$ cat config.mk
export PLATFORM = sky130hd
export DESIGN_NAME = weld_pulse_and_arc_monitor
export DESIGN_NICKNAME = d
export VERILOG_FILES = /design/src/hw/rtl/wpam_pkg.sv /design/src/hw/rtl/weld_pulse_and_arc_monitor.sv
export SDC_FILE = /design/constraint.sdc
export NUM_CORES = 1
export LEC_CHECK = 0
export BUFFER_PORTS_ARGS = -buffer_cell sky130_fd_sc_hd__clkbuf_2
export CORE_MARGIN = 5
export CORE_UTILIZATION = 45
export DETAILED_ROUTE_END_ITERATION = 8
export SLEW_MARGIN = 10
export SYNTH_ARGS = -nofsm -noshare
export SYNTH_HDL_FRONTEND = slang
export SYNTH_SLANG_ARGS = --single-unit
$ cat constraint.sdc
create_clock -name clk -period 12.3 [get_ports clk]
set_input_delay 2.46 -clock clk [delete_from_list [all_inputs] [get_ports clk]]
set_output_delay 2.46 -clock clk [all_outputs]
set_load 0.02 [all_outputs]
$ cat src/hw/rtl/wpam_pkg.sv
// shared widths, action codes, register indexes and reset values for the weld monitor
package wpam_pkg;

  localparam int SAMPLE_BITS   = 10;
  localparam int FRACTION_BITS = 6;
  localparam int AVG_BITS      = SAMPLE_BITS + FRACTION_BITS;
  localparam int CNT_BITS      = 17;
  localparam int WAIT_BITS     = 16;
  localparam int PULSE_BITS    = 16;
  localparam int SKIP_BITS     = 8;
  localparam int COUNT_BITS    = 8;
  localparam int DIVISOR_BITS  = COUNT_BITS + 1;
  localparam int SUM_BITS      = AVG_BITS + COUNT_BITS + 1;
  localparam int STEP_BITS     = $clog2(SUM_BITS);
  localparam int ACTION_BITS   = 2;
  localparam int REG_BITS      = 3;
  localparam int ADDR_BITS     = REG_BITS + 2;
  localparam int DATA_BITS     = 32;

  localparam logic [ACTION_BITS-1:0] ACT_TICK   = 2'd0;
  localparam logic [ACTION_BITS-1:0] ACT_START  = 2'd1;
  localparam logic [ACTION_BITS-1:0] ACT_FINISH = 2'd2;

  localparam logic [REG_BITS-1:0] REG_CURRENT_HIGH    = 3'd0;
  localparam logic [REG_BITS-1:0] REG_CURRENT_LOW     = 3'd1;
  localparam logic [REG_BITS-1:0] REG_VOLT_LOW        = 3'd2;
  localparam logic [REG_BITS-1:0] REG_VOLT_HIGH       = 3'd3;
  localparam logic [REG_BITS-1:0] REG_SHORT_THRESHOLD = 3'd4;
  localparam logic [REG_BITS-1:0] REG_SKIP_SAMPLES    = 3'd5;
  localparam logic [REG_BITS-1:0] REG_AVERAGE_SAMPLES = 3'd6;
  localparam logic [REG_BITS-1:0] REG_WAIT_TICKS      = 3'd7;

  localparam logic [SAMPLE_BITS-1:0] RST_CURRENT_HIGH    = 10'd200;
  localparam logic [SAMPLE_BITS-1:0] RST_CURRENT_LOW     = 10'd100;
  localparam logic [SAMPLE_BITS-1:0] RST_VOLT_LOW        = 10'd100;
  localparam logic [SAMPLE_BITS-1:0] RST_VOLT_HIGH       = 10'd900;
  localparam logic [SAMPLE_BITS-1:0] RST_SHORT_THRESHOLD = 10'd20;
  localparam logic [SKIP_BITS-1:0]   RST_SKIP_SAMPLES    = 8'd4;
  localparam logic [COUNT_BITS-1:0]  RST_AVERAGE_SAMPLES = 8'd16;
  localparam logic [WAIT_BITS-1:0]   RST_WAIT_TICKS      = 16'd50;

endpackage

$ cat src/hw/rtl/weld_pulse_and_arc_monitor.sv
// weld pulse and arc monitor: pulse timer, short and arc detection, voltage averager
//
// one input item per sampling tick on in_valid/in_stall: an action (tick, start
// pulse, finish pulse), a pulse length and raw voltage and current samples
// one result item per input item on out_valid/out_stall: switch and arc levels,
// spark-fail, short circuit and averaged voltage report
// the result is registered and shows in the cycle after the input item is taken
// an item that adds a sample to the running average then keeps the block busy
// through a multiply state and a radix-2 restoring divider state, one quotient
// bit per cycle; every other item leaves the block idle, so the block sustains
// 1 item per cycle without averaging while the output is not stalled
// a stalled result holds in the output register; a new item is taken only once
// the divider is free and the output register is empty or being drained
// thresholds sit in an apb register file, one register per 4-byte word; the user
// must write them only while the block is idle, as the block does not enforce it
// reads return the register value; synchronous reset stops the pulse, clears arc
// and averager state, loads the register defaults and the skip count, and empties
// the output register; the input is stalled while reset is held
module weld_pulse_and_arc_monitor (
  input  logic                                  clk,
  input  logic                                  rst,
  input  logic                                  psel,
  input  logic                                  penable,
  input  logic                                  pwrite,
  input  logic [wpam_pkg::ADDR_BITS-1:0]        paddr,
  input  logic [wpam_pkg::DATA_BITS-1:0]        pwdata,
  output logic [wpam_pkg::DATA_BITS-1:0]        prdata,
  output logic                                  pready,
  input  logic                                  in_valid,
  output logic                                  in_stall,
  input  logic [wpam_pkg::ACTION_BITS-1:0]      action,
  input  logic [wpam_pkg::PULSE_BITS-1:0]       pulse_ticks,
  input  logic [wpam_pkg::SAMPLE_BITS-1:0]      voltage_sample,
  input  logic [wpam_pkg::SAMPLE_BITS-1:0]      current_sample,
  output logic                                  out_valid,
  input  logic                                  out_stall,
  output logic                                  switch_on,
  output logic                                  arc_present,
  output logic                                  spark_fail,
  output logic                                  short_seen,
  output logic [wpam_pkg::SAMPLE_BITS-1:0]      short_voltage,
  output logic                                  report_valid,
  output logic [wpam_pkg::AVG_BITS-1:0]         report_voltage
);

  localparam logic [1:0] ST_IDLE = 2'd0;
  localparam logic [1:0] ST_MUL  = 2'd1;
  localparam logic [1:0] ST_DIV  = 2'd2;

  // configuration
  logic [wpam_pkg::SAMPLE_BITS-1:0] current_high;
  logic [wpam_pkg::SAMPLE_BITS-1:0] current_low;
  logic [wpam_pkg::SAMPLE_BITS-1:0] volt_low;
  logic [wpam_pkg::SAMPLE_BITS-1:0] volt_high;
  logic [wpam_pkg::SAMPLE_BITS-1:0] short_threshold;
  logic [wpam_pkg::SKIP_BITS-1:0]   skip_samples;
  logic [wpam_pkg::COUNT_BITS-1:0]  average_samples;
  logic [wpam_pkg::WAIT_BITS-1:0]   wait_ticks;

  // block state
  logic                             pulse_running;
  logic [wpam_pkg::CNT_BITS-1:0]    tick_counter;
  logic [wpam_pkg::CNT_BITS-1:0]    pulse_end;
  logic                             arc_flag;
  logic                             switch_level;
  logic [wpam_pkg::AVG_BITS-1:0]    voltage_average;
  logic [wpam_pkg::COUNT_BITS-1:0]  averaged_count;
  logic [wpam_pkg::SKIP_BITS-1:0]   skips_left;

  // sequencer and divider
  logic [1:0]                         state;
  logic [wpam_pkg::SAMPLE_BITS-1:0]   div_sample;
  logic [wpam_pkg::SUM_BITS-1:0]      div_quot;
  logic [wpam_pkg::COUNT_BITS-1:0]    div_rem;
  logic [wpam_pkg::STEP_BITS-1:0]     div_step;
  logic [wpam_pkg::DIVISOR_BITS-1:0]  divisor;
  logic [wpam_pkg::DIVISOR_BITS-1:0]  div_trial;
  logic                               div_bit;
  logic [wpam_pkg::SUM_BITS-1:0]      div_quot_next;

  // per-item next values
  logic                             in_accept;
  logic                             cfg_write;
  logic [wpam_pkg::REG_BITS-1:0]    reg_index;
  logic [wpam_pkg::CNT_BITS-1:0]    wait_ext;
  logic                             running_next;
  logic [wpam_pkg::CNT_BITS-1:0]    counter_next;
  logic [wpam_pkg::CNT_BITS-1:0]    pulse_end_next;
  logic                             switch_next;
  logic                             arc_next;
  logic [wpam_pkg::SKIP_BITS-1:0]   skips_next;
  logic [wpam_pkg::COUNT_BITS-1:0]  count_next;
  logic [wpam_pkg::AVG_BITS-1:0]    average_next;
  logic                             fail_next;
  logic                             short_next;
  logic                             report_next;
  logic                             start_div;
  logic                             in_window;

  assign in_accept = in_valid && !in_stall;
  assign in_stall  = rst || (state != ST_IDLE) || (out_valid && out_stall);
  assign cfg_write = psel && penable && pwrite && pready;
  assign reg_index = paddr[wpam_pkg::ADDR_BITS-1:2];
  assign pready    = 1'b1;
  assign wait_ext  = {1'b0, wait_ticks};
  assign in_window = (voltage_sample > volt_low) && (voltage_sample < volt_high);

  always_comb begin
    case (reg_index)
      wpam_pkg::REG_CURRENT_HIGH:    prdata = wpam_pkg::DATA_BITS'(current_high);
      wpam_pkg::REG_CURRENT_LOW:     prdata = wpam_pkg::DATA_BITS'(current_low);
      wpam_pkg::REG_VOLT_LOW:        prdata = wpam_pkg::DATA_BITS'(volt_low);
      wpam_pkg::REG_VOLT_HIGH:       prdata = wpam_pkg::DATA_BITS'(volt_high);
      wpam_pkg::REG_SHORT_THRESHOLD: prdata = wpam_pkg::DATA_BITS'(short_threshold);
      wpam_pkg::REG_SKIP_SAMPLES:    prdata = wpam_pkg::DATA_BITS'(skip_samples);
      wpam_pkg::REG_AVERAGE_SAMPLES: prdata = wpam_pkg::DATA_BITS'(average_samples);
      wpam_pkg::REG_WAIT_TICKS:      prdata = wpam_pkg::DATA_BITS'(wait_ticks);
      default:                       prdata = '0;
    endcase
  end

  always_comb begin
    running_next   = pulse_running;
    counter_next   = tick_counter;
    pulse_end_next = pulse_end;
    switch_next    = switch_level;
    arc_next       = arc_flag;
    skips_next     = skips_left;
    count_next     = averaged_count;
    average_next   = voltage_average;
    fail_next      = 1'b0;
    short_next     = 1'b0;
    report_next    = 1'b0;
    start_div      = 1'b0;
    case (action)
      wpam_pkg::ACT_START: begin
        counter_next   = '0;
        pulse_end_next = wait_ext + wpam_pkg::CNT_BITS'(pulse_ticks);
        running_next   = 1'b1;
      end
      wpam_pkg::ACT_FINISH: begin
        running_next = 1'b0;
        switch_next  = 1'b0;
        counter_next = '0;
      end
      wpam_pkg::ACT_TICK: begin
        // pulse timer
        if (pulse_running) begin
          if (tick_counter == '0) begin
            switch_next = 1'b1;
          end
          if (tick_counter == pulse_end) begin
            switch_next  = 1'b0;
            running_next = 1'b0;
            counter_next = '0;
          end else begin
            counter_next = tick_counter + 1'b1;
          end
          if (arc_flag && (counter_next < wait_ext)) begin
            counter_next = wait_ext;
          end
          if (!arc_flag && (counter_next >= wait_ext)) begin
            counter_next = pulse_end;
            fail_next    = 1'b1;
          end
        end
        // short circuit
        if (voltage_sample < short_threshold) begin
          running_next = 1'b0;
          switch_next  = 1'b0;
          counter_next = '0;
          short_next   = 1'b1;
        end
        // arc hysteresis and averager
        if (current_sample > current_high) begin
          arc_next = 1'b1;
          if (in_window) begin
            if ((skips_left == '0) && (averaged_count < average_samples)) begin
              start_div = 1'b1;
            end else if (skips_left != '0) begin
              skips_next = skips_left - 1'b1;
            end
          end
        end else if (arc_flag && (current_sample < current_low)) begin
          arc_next    = 1'b0;
          report_next = (averaged_count == average_samples)
                     && (voltage_average > {volt_low, wpam_pkg::FRACTION_BITS'(0)})
                     && (voltage_average < {volt_high, wpam_pkg::FRACTION_BITS'(0)});
          average_next = '0;
          skips_next   = skip_samples;
          count_next   = '0;
        end
      end
      default: begin
      end
    endcase
  end

  // restoring divider step
  assign divisor       = {1'b0, averaged_count} + 1'b1;
  assign div_trial     = {div_rem, div_quot[wpam_pkg::SUM_BITS-1]};
  assign div_bit       = div_trial >= divisor;
  assign div_quot_next = {div_quot[wpam_pkg::SUM_BITS-2:0], div_bit};

  always_ff @(posedge clk) begin
    if (rst) begin
      current_high    <= wpam_pkg::RST_CURRENT_HIGH;
      current_low     <= wpam_pkg::RST_CURRENT_LOW;
      volt_low        <= wpam_pkg::RST_VOLT_LOW;
      volt_high       <= wpam_pkg::RST_VOLT_HIGH;
      short_threshold <= wpam_pkg::RST_SHORT_THRESHOLD;
      skip_samples    <= wpam_pkg::RST_SKIP_SAMPLES;
      average_samples <= wpam_pkg::RST_AVERAGE_SAMPLES;
      wait_ticks      <= wpam_pkg::RST_WAIT_TICKS;
    end else if (cfg_write) begin
      case (reg_index)
        wpam_pkg::REG_CURRENT_HIGH:    current_high    <= pwdata[wpam_pkg::SAMPLE_BITS-1:0];
        wpam_pkg::REG_CURRENT_LOW:     current_low     <= pwdata[wpam_pkg::SAMPLE_BITS-1:0];
        wpam_pkg::REG_VOLT_LOW:        volt_low        <= pwdata[wpam_pkg::SAMPLE_BITS-1:0];
        wpam_pkg::REG_VOLT_HIGH:       volt_high       <= pwdata[wpam_pkg::SAMPLE_BITS-1:0];
        wpam_pkg::REG_SHORT_THRESHOLD: short_threshold <= pwdata[wpam_pkg::SAMPLE_BITS-1:0];
        wpam_pkg::REG_SKIP_SAMPLES:    skip_samples    <= pwdata[wpam_pkg::SKIP_BITS-1:0];
        wpam_pkg::REG_AVERAGE_SAMPLES: average_samples <= pwdata[wpam_pkg::COUNT_BITS-1:0];
        wpam_pkg::REG_WAIT_TICKS:      wait_ticks      <= pwdata[wpam_pkg::WAIT_BITS-1:0];
        default: begin
        end
      endcase
    end
  end

  always_ff @(posedge clk) begin
    if (rst) begin
      pulse_running   <= 1'b0;
      tick_counter    <= '0;
      pulse_end       <= '0;
      arc_flag        <= 1'b0;
      switch_level    <= 1'b0;
      voltage_average <= '0;
      averaged_count  <= '0;
      skips_left      <= wpam_pkg::RST_SKIP_SAMPLES;
      state           <= ST_IDLE;
      out_valid       <= 1'b0;
    end else begin
      if (out_valid && !out_stall) begin
        out_valid <= 1'b0;
      end
      case (state)
        ST_IDLE: begin
          if (in_accept) begin
            pulse_running   <= running_next;
            tick_counter    <= counter_next;
            pulse_end       <= pulse_end_next;
            arc_flag        <= arc_next;
            switch_level    <= switch_next;
            voltage_average <= average_next;
            averaged_count  <= count_next;
            skips_left      <= skips_next;
            out_valid       <= 1'b1;
            if (start_div) begin
              state <= ST_MUL;
            end
          end
        end
        ST_MUL: begin
          state <= ST_DIV;
        end
        ST_DIV: begin
          if (div_step == wpam_pkg::STEP_BITS'(wpam_pkg::SUM_BITS - 1)) begin
            voltage_average <= div_quot_next[wpam_pkg::AVG_BITS-1:0];
            averaged_count  <= averaged_count + 1'b1;
            state           <= ST_IDLE;
          end
        end
        default: begin
          state <= ST_IDLE;
        end
      endcase
    end
  end

  // averaging datapath
  always_ff @(posedge clk) begin
    if (in_accept) begin
      div_sample <= voltage_sample;
    end
    case (state)
      ST_MUL: begin
        div_quot <= wpam_pkg::SUM_BITS'(voltage_average)
                    * wpam_pkg::SUM_BITS'(averaged_count)
                  + (wpam_pkg::SUM_BITS'(div_sample) << wpam_pkg::FRACTION_BITS)
                  + wpam_pkg::SUM_BITS'(divisor >> 1);
        div_rem  <= '0;
        div_step <= '0;
      end
      ST_DIV: begin
        div_quot <= div_quot_next;
        div_rem  <= div_bit ? wpam_pkg::COUNT_BITS'(div_trial - divisor)
                            : div_trial[wpam_pkg::COUNT_BITS-1:0];
        div_step <= div_step + 1'b1;
      end
      default: begin
      end
    endcase
  end

  // result register
  always_ff @(posedge clk) begin
    if (in_accept) begin
      switch_on      <= switch_next;
      arc_present    <= arc_next;
      spark_fail     <= fail_next;
      short_seen     <= short_next;
      short_voltage  <= short_next ? voltage_sample : '0;
      report_valid   <= report_next;
      report_voltage <= report_next ? voltage_average : '0;
    end
  end

endmodule

==> out/summary.txt <==
# setup viols final: 0
DRT iter0 DRCs: 1058
HP Start: volt_low[7]
fillers: 3945
Port Buffers: 112
per-cell routed wire length: 18.8 um
r2r setup slk: 4.79 ns
Reg2Reg Depth: 21
Final Hold Fails: 0
Slew @ Worst Pin: 1.21 ns
clock root cell: clkbuf_16
post-synthesis cell count: 2109
WHS Path Cells: 2
CTS Hold Bufs: 0
Via Count: 14994
clock buffer count from CTS: 28
FP Rows: 75
die width: 215 um
EDFF count, synth: 79
CTS max path bufs: 3
core footprint: 41800 um2
Setup TNS: 0 ns
Netlist cell types: 76
CP startpoint kind: flip-flop
sequential area share after synthesis: 28.9%
Lkg Pwr: 9.32 nW
DP HPWL: 37300 um
pwr dens: 89.5 nW/um2
Antenna Violating Nets Remaining: 0
Post-synth ARST share: 0%
Syn-to-layout area delta: 9.66%
Syn. warnings: 0
maxcap violations: 0
Initial Utilization: 45.2%
status: completed
first-pass detailed-route iteration total: 5
post-CTS setup buffer count: 0
Yosys reg bits: 233
min cycle time layout: 7.51 ns
crit-path max FO: 21
Slew headroom: 18.8%
Die Height: 215 um
RSZ-0062 raised after global routing: false
Vias/cell: 5.53
CTS sink cnt: 233
NumNets Final: 2543
Clock Skew: 0.0235 ns
CP Data Required Time: 12.62 ns
worst-skew pair later-pin latency: 0.58 ns
area of the multi-input gates: 12200 um2
Crit. Startpoint: averaged_count[1]
H-tree depth: 1
non-filler cells, final: 2711
first-pass GRT wire length: 81800 um
Die Area: 46200 um2
GRT Total Usage: 21.7%
CTS clk-pin slew, worst paths: 0.06 ns
Arr. time, crit path: 7.82 ns
worst hold path class: flip-flop to flip-flop
DRC: 0
Routed WL: 50900 um
Placer Congestion: 0.884
Top FF cell, synth: dfxtp_1
Fin Hold WS: 0.454 ns
reg2reg end: div_quot[24]
reg-to-reg startpoint: averaged_count[1]
syn_area_per_cell: 8.96 um2
area of the mapped netlist: 18900 um2
Ports: 148
vias in the first global route: 14889
Slew Viols, Final: 0
f_max: 133 MHz
initial antenna violation count: 0
gr ovfl total: 0
post-CTS resize count: 0
CTS tree: yes
largest net degree at the start of global routing: 86
CP Class: flip-flop to flip-flop
layout cell share with drive strength beyond 1: 10.2%
placed cell count: 2658
storage element area: 5460 um2
VDD IR max: 0.000101 V
Hold Path End: volt_low[7]
Setup crit end kind: flip-flop
Final Cycle Share: 61.0%
Design Power: 0.00185 W
-- kinds of logic (layout without fill, tap and decap cells) --
family | count (synthesis) | count (layout) | synth area share [%]
compound gates | 381 | 381 | 13.0
xor+xnor | 73 | 73 | 3.38
fa+ha+maj | 312 | 312 | 24.8
buf+inv | 339 | 386 | 7.31
flops | 233 | 233 | 28.9
mux | 100 | 100 | 5.85
other cells | 2 | 18 | 0.0397
simple gates | 669 | 669 | 16.8
-- stage by stage --
step	utilization, %	setup slack, ns	cell area, um2
2_1_floorplan	-	5.85	19000
3_3_place_gp	47.3	4.87	19700
3_5_place_dp	47.3	4.87	19700
4_1_cts	49.6	4.82	20700
5_1_grt	49.6	4.31	20700
6_report	49.6	4.79	20700
-- placed cells by master, fill, tap and decap left out, types with 29 or more instances in the layout --
| master | count |
|---|---|
| clkbuf_16 | 29 |
| nor2_1 | 125 |
| nand3_1 | 51 |
| and2_1 | 80 |
| xor2_1 | 44 |
| nand2_1 | 258 |
| mux2i_1 | 74 |
| inv_1 | 204 |
| dfxtp_1 | 154 |
| a21o_1 | 47 |
| xnor2_1 | 29 |
| fa_1 | 105 |
| o21ai_0 | 72 |
| ha_1 | 206 |
| edfxtp_1 | 79 |
| a21oi_1 | 123 |
| clkbuf_2 | 111 |
-- sequential cells by signal, summed over array words and instances (netlist names), 10 cells and up --
name / cells
current_high: 10
current_low: 10
div_quot: 25
div_sample: 10
pulse_end: 17
report_voltage: 16
short_threshold: 10
short_voltage: 10
tick_counter: 17
volt_high: 10
volt_low: 10
voltage_average: 16
wait_ticks: 16
-- synthesized netlist by cell type, drive strengths merged, types with 24 or more instances --
master / instances / share of area (%)
a21o: 47 / 1.9
a21oi: 124 / 3.3
and2: 81 / 2.7
buf: 41 / 1.4
clkbuf: 93 / 1.9
dfxtp: 154 / 16
edfxtp: 79 / 13
fa: 105 / 11
ha: 207 / 14
inv: 204 / 4.1
mux2i: 74 / 3.9
nand2: 258 / 5.1
nand3: 51 / 1.4
nand4: 25 / 0.83
nor2: 125 / 2.5
nor3: 32 / 0.87
o211ai: 24 / 0.95
o21ai: 73 / 1.9
xnor2: 29 / 1.3
xor2: 44 / 2.0
-- area by class of cell --
type	instances	share of cell area, %
multi-input cells	1552	58.6
flip-flops and latches	233	26.3
clock buffers	36	3.82
inverters	205	3.71
repair buffers	129	3.33
well taps	539	3.25
clock inverters	16	0.894
diodes	1	0.0121
-- worst max-delay path, cell delays in order, from the launching register on --
cell and delay, ns:
dfxtp_1 0.91, ha_1 0.37, nand3_1 0.14, nor2_1 0.34
xor2_1 0.18, fa_1 0.46, inv_1 0.08, fa_1 0.43
fa_1 0.48, fa_1 0.55, inv_1 0.05, fa_1 0.47
ha_1 0.37, a211oi_1 0.31, o21ai_0 0.22, a2111oi_0 0.69
o211ai_1 0.25, nand2_1 0.14, o21ai_0 0.15, o21ai_0 0.25
xnor2_1 0.11, mux2_2 0.26
-- routing by layer --
| metal | GRT usage [%] | wire, um | part of all wire, % |
|---|---|---|---|
| met2 | 35.1 | 23400 | 46 |
| met5 | 0 | 0 | 0 |
| met1 | 31.0 | 23800 | 47 |
| met4 | 5.30 | 1050 | 2.1 |
| met3 | 2.80 | 2590 | 5.1 |
-- worst max-delay path by stage --
stage                        end  slack (ns)  depth (start not counted)
finish              div_quot[24]        4.79                         21
floorplan              prdata[5]        5.85                          6
global route        div_quot[24]        4.31                         21
detailed placement  div_quot[24]        4.87                         21
CTS                 div_quot[24]        4.82                         21
global placement    div_quot[24]        4.87                         21
-- report_power, final --
group | switching, W | total [W] | leakage, nW | internal (W)
sequential | 0.00000676 | 0.000809 | 1.99 | 0.000802
clock | 0.000357 | 0.000876 | 0.485 | 0.000519
combinational | 0.000111 | 0.000169 | 6.85 | 0.0000575
total | 0.000475 | 0.00185 | 9.32 | 0.00138
Note: power is estimated with default switching activity, not from simulation.
